### src/rtl/raycast_column_texture_mapper_assert.svh
// Assertion macros used by the column texture mapper controller
`ifndef RAYCAST_COLUMN_TEXTURE_MAPPER_ASSERT_SVH
`define RAYCAST_COLUMN_TEXTURE_MAPPER_ASSERT_SVH

// Check that cons holds in the same cycle as ante
`define RCTM_ASSERT_SAME(label, clk, rst_n, ante, cons) \
  label: assert property (@(posedge clk) disable iff (!rst_n) (ante) |-> (cons)) \
    else $error("rctm assertion failed");

// Check that cons holds in the cycle after ante
`define RCTM_ASSERT_NEXT(label, clk, rst_n, ante, cons) \
  label: assert property (@(posedge clk) disable iff (!rst_n) (ante) |=> (cons)) \
    else $error("rctm assertion failed");

`endif

### src/rtl/rctm_pkg.sv
// Shared constants, codes and control structs of the column texture mapper
package rctm_pkg;

  localparam int SCREEN_HEIGHT = 512;
  localparam int LINE_MAX      = 65535;
  localparam int ROW_W         = $clog2(SCREEN_HEIGHT);
  localparam int LH_W          = $clog2(LINE_MAX + 1);
  localparam int HALF_W        = LH_W - 1;
  localparam int MID           = SCREEN_HEIGHT / 2;
  localparam logic [31:0] LH_DIVIDEND = 32'(SCREEN_HEIGHT) << 16;

  // Pixel kinds
  localparam logic [1:0] KIND_CEIL  = 2'd0;
  localparam logic [1:0] KIND_WALL  = 2'd1;
  localparam logic [1:0] KIND_FLOOR = 2'd2;

  // Texture ids
  localparam logic [2:0] TID_EAST  = 3'd0;
  localparam logic [2:0] TID_WEST  = 3'd1;
  localparam logic [2:0] TID_SOUTH = 3'd2;
  localparam logic [2:0] TID_NORTH = 3'd3;
  localparam logic [2:0] TID_DOOR  = 3'd4;

  // Register indexes
  localparam logic [1:0] REG_CEIL_COLOR  = 2'd0;
  localparam logic [1:0] REG_FLOOR_COLOR = 2'd1;
  localparam logic [1:0] REG_TEX_WIDTH   = 2'd2;
  localparam logic [1:0] REG_TEX_HEIGHT  = 2'd3;

  // Input function codes
  localparam logic FUNC_LOAD = 1'b0;
  localparam logic FUNC_ROW  = 1'b1;

  typedef struct packed {
    logic load;
    logic row;
    logic lh_latch;
    logic step_start;
    logic step_latch;
    logic pos_write;
  } cmd_t;

  typedef struct packed {
    logic div_done;
    logic out_free;
  } stat_t;

endpackage

### src/rtl/rctm_div.sv
// Iterative restoring divider, one quotient bit per cycle
module rctm_div (
  input  logic        clk,
  input  logic        rst_n,
  input  logic        start,
  input  logic [31:0] dividend,
  input  logic [23:0] divisor,
  output logic        done,
  output logic [31:0] quotient
);

  logic        busy_r, busy_nxt;
  logic        done_r, done_nxt;
  logic [4:0]  cnt_r, cnt_nxt;
  logic [23:0] rem_r, rem_nxt;
  logic [31:0] quo_r, quo_nxt;
  logic [23:0] dsr_r, dsr_nxt;
  logic [24:0] trial;
  logic        fits;

  // Load operands on start, else one shift-subtract step while busy
  always_comb begin
    trial    = {rem_r, quo_r[31]};
    fits     = trial >= {1'b0, dsr_r};
    busy_nxt = busy_r;
    done_nxt = 1'b0;
    cnt_nxt  = cnt_r;
    rem_nxt  = rem_r;
    quo_nxt  = quo_r;
    dsr_nxt  = dsr_r;
    if (start) begin
      busy_nxt = 1'b1;
      cnt_nxt  = '0;
      rem_nxt  = '0;
      quo_nxt  = dividend;
      dsr_nxt  = divisor;
    end else if (busy_r) begin
      rem_nxt = fits ? 24'(trial - {1'b0, dsr_r}) : trial[23:0];
      quo_nxt = {quo_r[30:0], fits};
      cnt_nxt = cnt_r + 5'd1;
      if (cnt_r == 5'd31) begin
        busy_nxt = 1'b0;
        done_nxt = 1'b1;
      end
    end
  end

  always_ff @(posedge clk) begin
    if (!rst_n) begin
      busy_r <= 1'b0;
      done_r <= 1'b0;
      cnt_r  <= '0;
    end else begin
      busy_r <= busy_nxt;
      done_r <= done_nxt;
      cnt_r  <= cnt_nxt;
    end
    rem_r <= rem_nxt;
    quo_r <= quo_nxt;
    dsr_r <= dsr_nxt;
  end

  assign done     = done_r;
  assign quotient = quo_r;

endmodule

### src/rtl/rctm_datapath.sv
// Ray setup arithmetic, row pixel generation, registers and output stage
module rctm_datapath (
  input  logic                 clk,
  input  logic                 rst_n,
  input  rctm_pkg::cmd_t       cmd,
  output rctm_pkg::stat_t      stat,
  input  logic                 cfg_valid,
  input  logic [1:0]           cfg_index,
  input  logic [23:0]          cfg_data,
  input  logic [9:0]           in_column,
  input  logic [23:0]          in_perp_dist,
  input  logic                 in_hit_side,
  input  logic                 in_is_door,
  input  logic signed [23:0]   in_dir_x,
  input  logic signed [23:0]   in_dir_y,
  input  logic [23:0]          in_player_x,
  input  logic [23:0]          in_player_y,
  output logic                 out_valid,
  input  logic                 out_stall,
  output logic [1:0]           out_pixel_kind,
  output logic [9:0]           out_column,
  output logic [8:0]           out_row,
  output logic [2:0]           out_texture_id,
  output logic [9:0]           out_texel_x,
  output logic [9:0]           out_texel_y,
  output logic [23:0]          out_flat_color,
  output logic                 out_last_row
);

  localparam int RW = rctm_pkg::ROW_W;
  localparam int LW = rctm_pkg::LH_W;
  localparam int HW = rctm_pkg::HALF_W;

  // Configuration registers
  logic [23:0] ceil_color_r, floor_color_r;
  logic [10:0] tex_w_r, tex_h_r, tw, th;

  always_ff @(posedge clk) begin
    if (!rst_n) begin
      ceil_color_r  <= '0;
      floor_color_r <= '0;
      tex_w_r       <= 11'd64;
      tex_h_r       <= 11'd64;
    end else if (cfg_valid) begin
      unique case (cfg_index)
        rctm_pkg::REG_CEIL_COLOR:  ceil_color_r  <= cfg_data;
        rctm_pkg::REG_FLOOR_COLOR: floor_color_r <= cfg_data;
        rctm_pkg::REG_TEX_WIDTH:   tex_w_r       <= cfg_data[10:0];
        rctm_pkg::REG_TEX_HEIGHT:  tex_h_r       <= cfg_data[10:0];
        default: ;
      endcase
    end
  end

  assign tw = (tex_w_r == '0) ? 11'd1 : tex_w_r;
  assign th = (tex_h_r == '0) ? 11'd1 : tex_h_r;

  // Divider shared by line height and texture step
  logic        div_done;
  logic [31:0] div_q, div_dividend;
  logic [23:0] div_divisor;
  logic [LW-1:0] lh_r;

  assign div_dividend = cmd.step_start ? {5'd0, th, 16'd0} : rctm_pkg::LH_DIVIDEND;
  assign div_divisor  = cmd.step_start ?
                        ((lh_r == '0) ? 24'd1 : 24'(lh_r)) : in_perp_dist;

  rctm_div u_div (
    .clk      (clk),
    .rst_n    (rst_n),
    .start    (cmd.load | cmd.step_start),
    .dividend (div_dividend),
    .divisor  (div_divisor),
    .done     (div_done),
    .quotient (div_q)
  );

  // Capture ray data at load
  logic [9:0]  ray_col_r, pend_col_r;
  logic [2:0]  tex_sel_r, pend_sel_r;
  logic        mirror_r;
  logic signed [47:0] hprod_r;
  logic [23:0] hbase_r;
  logic        dx_pos, dy_pos, dy_neg;

  assign dx_pos = !in_dir_x[23] && (in_dir_x != '0);
  assign dy_pos = !in_dir_y[23] && (in_dir_y != '0);
  assign dy_neg = in_dir_y[23];

  always_ff @(posedge clk) begin
    if (cmd.load) begin
      pend_col_r <= in_column;
      if (in_is_door)       pend_sel_r <= rctm_pkg::TID_DOOR;
      else if (!in_hit_side) pend_sel_r <= dx_pos ? rctm_pkg::TID_EAST : rctm_pkg::TID_WEST;
      else                  pend_sel_r <= dy_pos ? rctm_pkg::TID_SOUTH : rctm_pkg::TID_NORTH;
      mirror_r <= (!in_hit_side && dx_pos) || (in_hit_side && dy_neg);
      hprod_r  <= $signed({1'b0, in_perp_dist}) * (in_hit_side ? in_dir_x : in_dir_y);
      hbase_r  <= in_hit_side ? in_player_x : in_player_y;
    end
  end

  // Hit fraction and texture column pipeline, settles while the divider runs
  logic [31:0] frac_r;
  logic [42:0] txp_r;
  always_ff @(posedge clk) begin
    frac_r <= {hbase_r[15:0], 16'd0} + hprod_r[31:0];
    txp_r  <= frac_r * tw;
  end

  // Line height, slice bounds, texture column and texture step
  logic [HW-1:0] half;
  logic [RW-1:0] slice_start_r, slice_end_r;
  logic [HW-1:0] off_r;
  logic [9:0]    tex_col_r;
  logic [10:0]   tx_raw;
  logic [31:0]   step_r, pos_r;
  logic [HW:0]   half_mid;

  assign half     = lh_r[LW-1:1];
  assign half_mid = {1'b0, half} + (HW+1)'(rctm_pkg::MID);
  assign tx_raw   = txp_r[42:32];

  always_ff @(posedge clk) begin
    if (cmd.lh_latch)
      lh_r <= (div_q > 32'(rctm_pkg::LINE_MAX)) ? LW'(rctm_pkg::LINE_MAX) : div_q[LW-1:0];
    if (cmd.step_start) begin
      slice_start_r <= (half >= HW'(rctm_pkg::MID)) ? '0 :
                       RW'(HW'(rctm_pkg::MID) - half);
      slice_end_r   <= (half_mid >= (HW+1)'(rctm_pkg::SCREEN_HEIGHT)) ?
                       RW'(rctm_pkg::SCREEN_HEIGHT - 1) : half_mid[RW-1:0];
      off_r         <= (half >= HW'(rctm_pkg::MID)) ? HW'(half - HW'(rctm_pkg::MID)) : '0;
      tex_col_r     <= mirror_r ? 10'(tw - tx_raw - 11'd1) : tx_raw[9:0];
    end
    if (cmd.step_latch)
      step_r <= div_q;
  end

  // Row walk and ray state
  logic          loaded_r;
  logic [RW-1:0] row_r;
  logic [31:0]   pos_c;
  logic [1:0]    kind;
  logic [31:0]   tex_pos_nxt;
  logic [46:0]   pos_prod;
  logic          emit;

  assign pos_prod = off_r * step_r;
  assign pos_c    = (pos_r >= {5'd0, th, 16'd0}) ? '0 : pos_r;
  assign emit     = cmd.row && loaded_r;

  always_comb begin
    tex_pos_nxt = pos_r;
    if (row_r < slice_start_r)     kind = rctm_pkg::KIND_CEIL;
    else if (row_r <= slice_end_r) kind = rctm_pkg::KIND_WALL;
    else                           kind = rctm_pkg::KIND_FLOOR;
    if (kind == rctm_pkg::KIND_WALL)
      tex_pos_nxt = pos_c + step_r;
  end

  always_ff @(posedge clk) begin
    if (!rst_n) begin
      loaded_r  <= 1'b0;
      row_r     <= '0;
      ray_col_r <= '0;
      tex_sel_r <= '0;
      pos_r     <= '0;
    end else if (cmd.pos_write) begin
      loaded_r  <= 1'b1;
      row_r     <= '0;
      ray_col_r <= pend_col_r;
      tex_sel_r <= pend_sel_r;
      pos_r     <= pos_prod[31:0];
    end else if (emit) begin
      pos_r <= tex_pos_nxt;
      if (row_r == RW'(rctm_pkg::SCREEN_HEIGHT - 1)) loaded_r <= 1'b0;
      else                                          row_r <= row_r + 1'b1;
    end
  end

  // Output register
  logic        out_valid_r;
  logic [1:0]  o_kind_r;
  logic [9:0]  o_col_r, o_tx_r, o_ty_r;
  logic [8:0]  o_row_r;
  logic [2:0]  o_tid_r;
  logic [23:0] o_color_r;
  logic        o_last_r;

  always_ff @(posedge clk) begin
    if (!rst_n) out_valid_r <= 1'b0;
    else if (emit) out_valid_r <= 1'b1;
    else if (!out_stall) out_valid_r <= 1'b0;
    if (emit) begin
      o_kind_r  <= kind;
      o_col_r   <= ray_col_r;
      o_row_r   <= 9'(row_r);
      o_last_r  <= row_r == RW'(rctm_pkg::SCREEN_HEIGHT - 1);
      o_tid_r   <= (kind == rctm_pkg::KIND_WALL) ? tex_sel_r : '0;
      o_tx_r    <= (kind == rctm_pkg::KIND_WALL) ? tex_col_r : '0;
      o_ty_r    <= (kind == rctm_pkg::KIND_WALL) ? pos_c[25:16] : '0;
      o_color_r <= (kind == rctm_pkg::KIND_CEIL) ? ceil_color_r :
                   (kind == rctm_pkg::KIND_FLOOR) ? floor_color_r : '0;
    end
  end

  assign out_valid      = out_valid_r;
  assign out_pixel_kind = o_kind_r;
  assign out_column     = o_col_r;
  assign out_row        = o_row_r;
  assign out_texture_id = o_tid_r;
  assign out_texel_x    = o_tx_r;
  assign out_texel_y    = o_ty_r;
  assign out_flat_color = o_color_r;
  assign out_last_row   = o_last_r;

  assign stat.div_done = div_done;
  assign stat.out_free = !out_valid_r || !out_stall;

endmodule

### src/rtl/rctm_ctrl.sv
// Controller state machine sequencing ray setup and row transactions
`include "raycast_column_texture_mapper_assert.svh"
module rctm_ctrl (
  input  logic            clk,
  input  logic            rst_n,
  input  logic            in_valid,
  input  logic            in_func,
  input  rctm_pkg::stat_t stat,
  output rctm_pkg::cmd_t  cmd,
  output logic            in_stall
);

  typedef enum logic [4:0] {
    S_IDLE     = 5'b00001,
    S_DIV_LH   = 5'b00010,
    S_STEP_GO  = 5'b00100,
    S_DIV_STEP = 5'b01000,
    S_POS      = 5'b10000
  } state_t;

  state_t state_r, state_nxt;
  logic   take;

  assign in_stall = !((state_r == S_IDLE) && stat.out_free);
  assign take     = in_valid && !in_stall;

  // Next state and commands
  always_comb begin
    state_nxt = state_r;
    cmd       = '0;
    unique case (state_r)
      S_IDLE: begin
        if (take) begin
          if (in_func == rctm_pkg::FUNC_LOAD) begin
            cmd.load  = 1'b1;
            state_nxt = S_DIV_LH;
          end else begin
            cmd.row = 1'b1;
          end
        end
      end
      S_DIV_LH: begin
        if (stat.div_done) begin
          cmd.lh_latch = 1'b1;
          state_nxt    = S_STEP_GO;
        end
      end
      S_STEP_GO: begin
        cmd.step_start = 1'b1;
        state_nxt      = S_DIV_STEP;
      end
      S_DIV_STEP: begin
        if (stat.div_done) begin
          cmd.step_latch = 1'b1;
          state_nxt      = S_POS;
        end
      end
      S_POS: begin
        cmd.pos_write = 1'b1;
        state_nxt     = S_IDLE;
      end
      default: state_nxt = S_IDLE;
    endcase
  end

  always_ff @(posedge clk) begin
    if (!rst_n) state_r <= S_IDLE;
    else        state_r <= state_nxt;
  end

  `RCTM_ASSERT_SAME(a_stall_busy, clk, rst_n, state_r != S_IDLE, in_stall)
  `RCTM_ASSERT_SAME(a_done_wait, clk, rst_n, stat.div_done, (state_r == S_DIV_LH) || (state_r == S_DIV_STEP))
  `RCTM_ASSERT_NEXT(a_load_seq, clk, rst_n, take && (in_func == rctm_pkg::FUNC_LOAD), state_r == S_DIV_LH)

endmodule

### src/rtl/raycast_column_texture_mapper.sv
// Top level of the raycaster textured wall column mapper
// A load transaction (func 0) takes one ray's hit data and sets up the column; it
// occupies the block while the shared bit-serial divider runs twice, first for the
// line height, then for the texture step. Each row transaction (func 1) after that
// yields one pixel, top to bottom, at one per cycle while the output side keeps up.
// Rows after the bottom row, or before any load, give no result. Configuration
// writes are always ready.
module raycast_column_texture_mapper (
  input  logic               clk,
  input  logic               rst_n,
  input  logic               cfg_valid,
  output logic               cfg_ready,
  input  logic [1:0]         cfg_index,
  input  logic [23:0]        cfg_data,
  input  logic               in_valid,
  output logic               in_stall,
  input  logic               in_func,
  input  logic [9:0]         in_column,
  input  logic [23:0]        in_perp_dist,
  input  logic               in_hit_side,
  input  logic               in_is_door,
  input  logic signed [23:0] in_dir_x,
  input  logic signed [23:0] in_dir_y,
  input  logic [23:0]        in_player_x,
  input  logic [23:0]        in_player_y,
  output logic               out_valid,
  input  logic               out_stall,
  output logic [1:0]         out_pixel_kind,
  output logic [9:0]         out_column,
  output logic [8:0]         out_row,
  output logic [2:0]         out_texture_id,
  output logic [9:0]         out_texel_x,
  output logic [9:0]         out_texel_y,
  output logic [23:0]        out_flat_color,
  output logic               out_last_row
);

  rctm_pkg::cmd_t  cmd;
  rctm_pkg::stat_t stat;

  assign cfg_ready = 1'b1;

  rctm_ctrl u_ctrl (
    .clk      (clk),
    .rst_n    (rst_n),
    .in_valid (in_valid),
    .in_func  (in_func),
    .stat     (stat),
    .cmd      (cmd),
    .in_stall (in_stall)
  );

  rctm_datapath u_dp (
    .clk            (clk),
    .rst_n          (rst_n),
    .cmd            (cmd),
    .stat           (stat),
    .cfg_valid      (cfg_valid),
    .cfg_index      (cfg_index),
    .cfg_data       (cfg_data),
    .in_column      (in_column),
    .in_perp_dist   (in_perp_dist),
    .in_hit_side    (in_hit_side),
    .in_is_door     (in_is_door),
    .in_dir_x       (in_dir_x),
    .in_dir_y       (in_dir_y),
    .in_player_x    (in_player_x),
    .in_player_y    (in_player_y),
    .out_valid      (out_valid),
    .out_stall      (out_stall),
    .out_pixel_kind (out_pixel_kind),
    .out_column     (out_column),
    .out_row        (out_row),
    .out_texture_id (out_texture_id),
    .out_texel_x    (out_texel_x),
    .out_texel_y    (out_texel_y),
    .out_flat_color (out_flat_color),
    .out_last_row   (out_last_row)
  );

endmodule

### config.mk
export PLATFORM = sky130hd
export DESIGN_NAME = raycast_column_texture_mapper
export DESIGN_NICKNAME = d
export VERILOG_FILES = /design/src/rtl/rctm_pkg.sv /design/src/rtl/rctm_div.sv /design/src/rtl/rctm_datapath.sv /design/src/rtl/rctm_ctrl.sv /design/src/rtl/raycast_column_texture_mapper.sv
export VERILOG_INCLUDE_DIRS = /design/src /design/src/rtl
export SDC_FILE = /design/constraint.sdc
export NUM_CORES = 2
export LEC_CHECK = 0
export BUFFER_PORTS_ARGS = -buffer_cell sky130_fd_sc_hd__buf_2
export CELL_PAD_IN_SITES_DETAIL_PLACEMENT = 1
export CELL_PAD_IN_SITES_GLOBAL_PLACEMENT = 1
export CORE_MARGIN = 5
export CORE_UTILIZATION = 55
export DETAILED_ROUTE_END_ITERATION = 16
export PLACE_DENSITY_LB_ADDON = 0.1
export SLEW_MARGIN = 20
export SYNTH_ARGS = -nofsm -noshare
export SYNTH_HDL_FRONTEND = slang
export SYNTH_SLANG_ARGS = --single-unit
### constraint.sdc
create_clock -name clk -period 20.7 [get_ports clk]
set_input_delay 4.14 -clock clk [delete_from_list [all_inputs] [get_ports clk]]
set_output_delay 4.14 -clock clk [all_outputs]
set_load 0.005 [all_outputs]
**Word level (Yosys, flattened, before mapping)**

Index checks and enable logic that the tools add are counted.

- Flip-flop bits (word level): 514
- Input port bits: 164
- Logic and storage cells: 161
- Output and inout port bits: 72

- Order comparisons: 7
- Mux-type cells: 45
- Bitwise operators: 4
- Reduce and logical (&&, ||, !) cells: 37
- $mul: 3
- Add/subtract/negate cells: 10
- Eq/ne operators: 17

Operators with widths:

| cell | count |
|---|---|
| $mux 32 | 6 |
| $mux 24 | 4 |
| $add 32x32->32 | 2 |
| $mul 25x48->32 | 1 |
| $mux 48 | 1 |
| $reduce_bool 24->1 | 2 |
| $mul 32x11->42 | 1 |
| $ge 32x27->1 | 1 |
| $gt 32x16->1 const B | 1 |
| $mul 15x32->32 | 1 |
| $mux 16 | 2 |
| $mux 27 | 1 |
| $ge 25x24->1 | 1 |
| $sub 24x24->24 | 1 |
| $logic_not 11->1 | 2 |
| $mux 11 | 2 |
| $mux 5 | 4 |
| $pmux 5 s4 | 1 |
| $mux 1 | 18 |
| $add 15x9->16 const B | 1 |
| $ge 16x10->1 const B | 1 |
| $logic_not 16->1 | 1 |
| $ge 15x9->1 const B | 1 |
| $sub 15x9->15 const B | 1 |
| other kinds (31) | 66 |

**Logic depth before layout (Yosys ltp)**

- Depth after elaboration: 9
- Gate-level depth with buffers: 30
- Mapped depth without buffers: 26

**Cells and area by module**

Synthesis repeated with hierarchy kept, for this count alone.

- Cells, all modules: 6,093
- Area, all modules: 57,930.6 µm²

Modules (own cells, without submodules):

| module | cells each | instances | area each (µm²) | seq. area each (µm²) |
|---|---|---|---|---|
| rctm_datapath | 5,613 | 1 | 52,927.0 | 10,029.6 |
| rctm_div | 439 | 1 | 4,687.0 | 2,302.2 |
| rctm_ctrl | 39 | 1 | 305.3 | 100.1 |
| raycast_column_texture_mapper | 2 | 1 | 11.3 | 0.0 |

**Least setup slack after synthesis**

No wires, ideal clock.

- Kind: in2reg
- Start: in in_hit_side
- End: reg u_dp.hprod_r[30], data pin
- Slack: 9.316 ns
- Arrival time: 11.204 ns
- Data required time: 20.520 ns
- Library setup time: 0.180 ns
- Buffers on the path: 4
- Stages: 27
- Cells stage by stage: buf_2 buf_2 buf_1 mux2_2 clkbuf_1 and2_1 fa_1 fa_1 inv_1 fa_1 inv_1 fa_1 inv_1 fa_1 inv_1 fa_1 inv_1 fa_1 inv_1 ha_1 and3_1 a221o_1 a311o_1 a41oi_2 o31ai_1 o31a_1 o311ai_1

- Cells in the longest elaborated chain, start to end: 2

RTL lines:

| what | line | text |
|---|---|---|
| start: declaration | raycast_column_texture_mapper.sv:20 | `input logic in_hit_side,` |
| $mux 48 | rctm_datapath.sv:97 | `hprod_r <= $signed({1'b0, in_perp_dist}) * (in_hit_side ? in_dir_x : in_dir_y);` |
| $mul 25x48->32 | rctm_datapath.sv:97 |  |
| end signal: assignment | rctm_datapath.sv:97 |  |
| end: declaration | rctm_datapath.sv:82 | `logic signed [47:0] hprod_r;` |

Every way passes these cells.
A chain may end at the register's enable or synchronous reset.

**Worst setup path in the final report**

Same ends and word-level chain as after synthesis.

==> flow_summary_export.csv <==
group,metric,value,unit
synth,async_reset_ff_frac,0,
clock_network,cts_tree,"yes",
layout,regArea,0.0124,mm²
layout,multiInputGateArea,0.0402,mm²
power_and_ir_drop,total_power,10100,µW
placed_design,port_buffers,218,
die,fp.dieH,334,µm
job,maxCapViolations,0,
clock_network,ctsHoldBuffers,0,
grt,grt_overflow,0,
grt,grt_use_total,0.309,
clock_network,ctsHtreeMaxLevel,2,
detailed_routing,ant_nets,0,
timing,tns,0,ns
setup_path,slowest_stage,"mux2_2",
timing,slew_headroom,0.205,
setup_path,regToRegSetupSlack,13.42,ns
placed_design,dp_hpwl,127,mm
synth,synthFlopType,"edfxtp_1",
grt,grt_pass1_wl,272,mm
timing,fin_crit_sh,0.553,
detailed_routing,first_iter_violations,2569,
setup_path,cp.required,21.20,ns
layout,layout-drive-gt1-share,0.0748,
detailed_routing,wl_per_cell,22.4,µm
clock_network,clock_latency,0.70,ns
power_and_ir_drop,power-per-cell-area,163,mW/mm²
clock_network,clock_sinks,482,
timing,slew_violations,0,
synth,yosysTopAreaCellShare,0.326,
synth,syn_area_per_cell,9.35,µm²
placed_design,routabilityCongestion,0.856,
detailed_routing,drc_errors,0,
detailed_routing,wl,171,mm
die,chipWidth,334,µm
die,ioPinCount,236,
timing,skew,0.0631,ns
setup_path,start_kind,"input port",
setup_path,worstPathArrival,11.95,ns
synth,synthCells,6178,
timing,hold_viol_final,0,
synth,netlist_area,0.0578,mm²
setup_path,worstSetupEndpointType,"register",
clock_network,clkTransAtPathRegs,0.07,ns
clock_network,post_cts_resized,0,
synth,ys_seq_area_frac,0.215,
synth,synth_edf_count,278,
clock_network,cts_setup_buffers,0,
timing,setup_viol_count_final,0,
worst_hold_path,hold_depth,0,
setup_path,path_delay_family,"adder cells",
die,die_area,0.112,mm²
outcome,status,"finished clean",
layout,area_growth,6.99,%
setup_path,r2r_end,"u_dp.pos_r[31]$_SDFFE_PN0P_",
synth,synth.area.top_cells,"fa_1, edfxtp_1, ha_1",
setup_path,cp_num_buf_inv,9,
synth,synth_warnings,0,
grt,grt_pass1_vias,49675,
grt,grt_max_degree,78,
clock_network,root_buffer,"clkbuf_16",
worst_hold_path,hold_path.class,"reg2reg",
timing,rsz0062_at_grt,"no",
setup_path,cp_max_fo,44,
die,core-area,0.105,mm²
setup_path,slowest_delay,0.69,ns
setup_path,reg2reg_depth,20,
synth,ys_types,92,
detailed_routing,vias_per_cell,5.70,
timing,max_freq,87.3,MHz
setup_path,r2r-start,"u_dp.off_r[8]$_SDFFCE_PN0N_",
power_and_ir_drop,power_leakage,0.0288,µW
timing,worstMarginPinSlew,1.19,ns
timing,fin_crit,11.45,ns
layout,n_fill_cell,11929,
grt,antenna_found_initial,7,
layout,final_nets,7653,
detailed_routing,dr.pass1.iters,5,
synth,synth_area_leader_cell,"fa_1",
clock_network,cts_buffers,57,
power_and_ir_drop,ir_drop,0.000443,V
synth,ys_seq_elements,482,
die,start_util,0.551,
die,row_count,119,
worst_hold_path,whs_endpoint,"u_dp.frac_r[12]$_DFF_P_",
timing,fin_ws,9.25,ns
detailed_routing,vias,43508,
placed_design,post-place-ws,8.57,ns
clock_network,clock_path_buffers,3,
worst_hold_path,min-delay-start,"u_dp.hprod_r[12]$_DFFE_PP_",
setup_path,path_class,"in2reg",
metrics by stage:
stage	instance area [µm²]	instances	utilization	hold slack, ns
2_1_floorplan	57800	6181	-	0.323
5_1_grt	61800	7633	0.590	0.342
6_report	61800	7634	0.590	0.328
3_5_place_dp	59800	7524	0.571	0.332
4_1_cts	61800	7632	0.590	0.333
3_3_place_gp	59800	7524	0.571	0.325
worst max-delay path by stage:
stage | start | to | cells past startpoint
detailed placement | in_hit_side | u_dp.hprod_r[30]$_DFFE_PP_ | 26
floorplan | in_hit_side | u_dp.hprod_r[30]$_DFFE_PP_ | 27
global placement | in_hit_side | u_dp.hprod_r[30]$_DFFE_PP_ | 26
finish | in_hit_side | u_dp.hprod_r[30]$_DFFE_PP_ | 26
global route | in_hit_side | u_dp.hprod_r[30]$_DFFE_PP_ | 26
CTS | in_hit_side | u_dp.hprod_r[30]$_DFFE_PP_ | 26
where the power goes:
group	leakage (µW)	total (µW)	internal [µW]	switching, µW
clock network	0.000958	1070	596	474
registers	0.00443	1600	1440	158
logic	0.0234	7420	3170	4250
synth_stat cells, drive strengths merged, types with 10 or more instances:
cell type  count
and2         647
xnor2        137
nor2         139
nor4          32
nor3          41
xor2          54
o31ai         12
clkbuf       275
or3           21
nand4         23
o21ai        147
buf           36
a21oi        237
edfxtp       278
ha           355
o21bai        17
or2           31
nand2b        22
nand2       1002
and3          30
mux2          40
dfxtp        204
mux2i         27
a211oi        33
nor2b         28
o21a          32
a21o          68
inv         1065
o211ai        10
fa           942
a31oi         10
o22ai         16
nand3         46
state kept, by name, indices dropped and copies added (netlist names), 11 cells and up:
name / flops
u_dp.frac_r: 32
u_dp.hprod_r: 32
u_dp.pos_r: 32
u_dp.step_r: 32
u_dp.u_div.quotient: 32
u_dp.ceil_color_r: 24
u_dp.floor_color_r: 24
u_dp.out_flat_color: 24
u_dp.u_div.dsr_r: 24
u_dp.u_div.rem_r: 24
u_dp.hbase_r: 16
u_dp.lh_r: 16
u_dp.off_r: 15
u_dp.tex_h_r: 11
u_dp.tex_w_r: 11
logic make-up (layout without fill, tap and decap cells):
| family | after synthesis | count (layout) | share of synthesized area |
|---|---|---|---|
| buf+inv | 1376 | 1436 | 0.0900 |
| simple gates | 2088 | 2088 | 0.176 |
| mux | 67 | 67 | 0.0125 |
| fa+ha+maj | 1297 | 1297 | 0.403 |
| other cells | 2 | 7 | 0.000130 |
| flops | 482 | 482 | 0.215 |
| xor+xnor | 193 | 193 | 0.0297 |
| compound gates | 673 | 673 | 0.0733 |
area by class of cell:
class                           instances  share of cell area
Antenna cell                            2           0.0000810
Inverter                             1065              0.0647
Sequential cell                       482               0.201
Clock buffer                           63              0.0243
Clock inverter                         45             0.00769
Tap cell                             1391              0.0282
Multi-Input combinational cell       4323               0.651
Timing Repair Buffer                  263              0.0231
metal layers:
layer	global-route usage	routed length, µm	vias up
li1	-	-	19226
met1	0.390	69000	22685
met4	0.109	6870	4
met5	0	38	-
met3	0.0574	10900	358
met2	0.537	84100	1235
placed cells by master, fill, tap and decap left out, types with 21 or more instances in the layout:
master and count:
inv_1 1063, nand2_1 1002, fa_1 942, and2_1 645, ha_1 355, edfxtp_1 278, a21oi_1 236, buf_2 218
dfxtp_1 203, o21ai_0 139, xnor2_1 137, nor2_1 133, a21o_1 68, clkbuf_16 59, xor2_1 54, buf_4 45
nand3_1 44, nor3_1 40, mux2_2 40, o21a_1 32, a211oi_1 31, nor4_1 30, and3_1 30, or2_2 29
nor2b_1 27, mux2i_1 27, nand4_1 23, nand2b_1 22, or3_1 21
No activity file was read; power rests on OpenSTA's default activity.
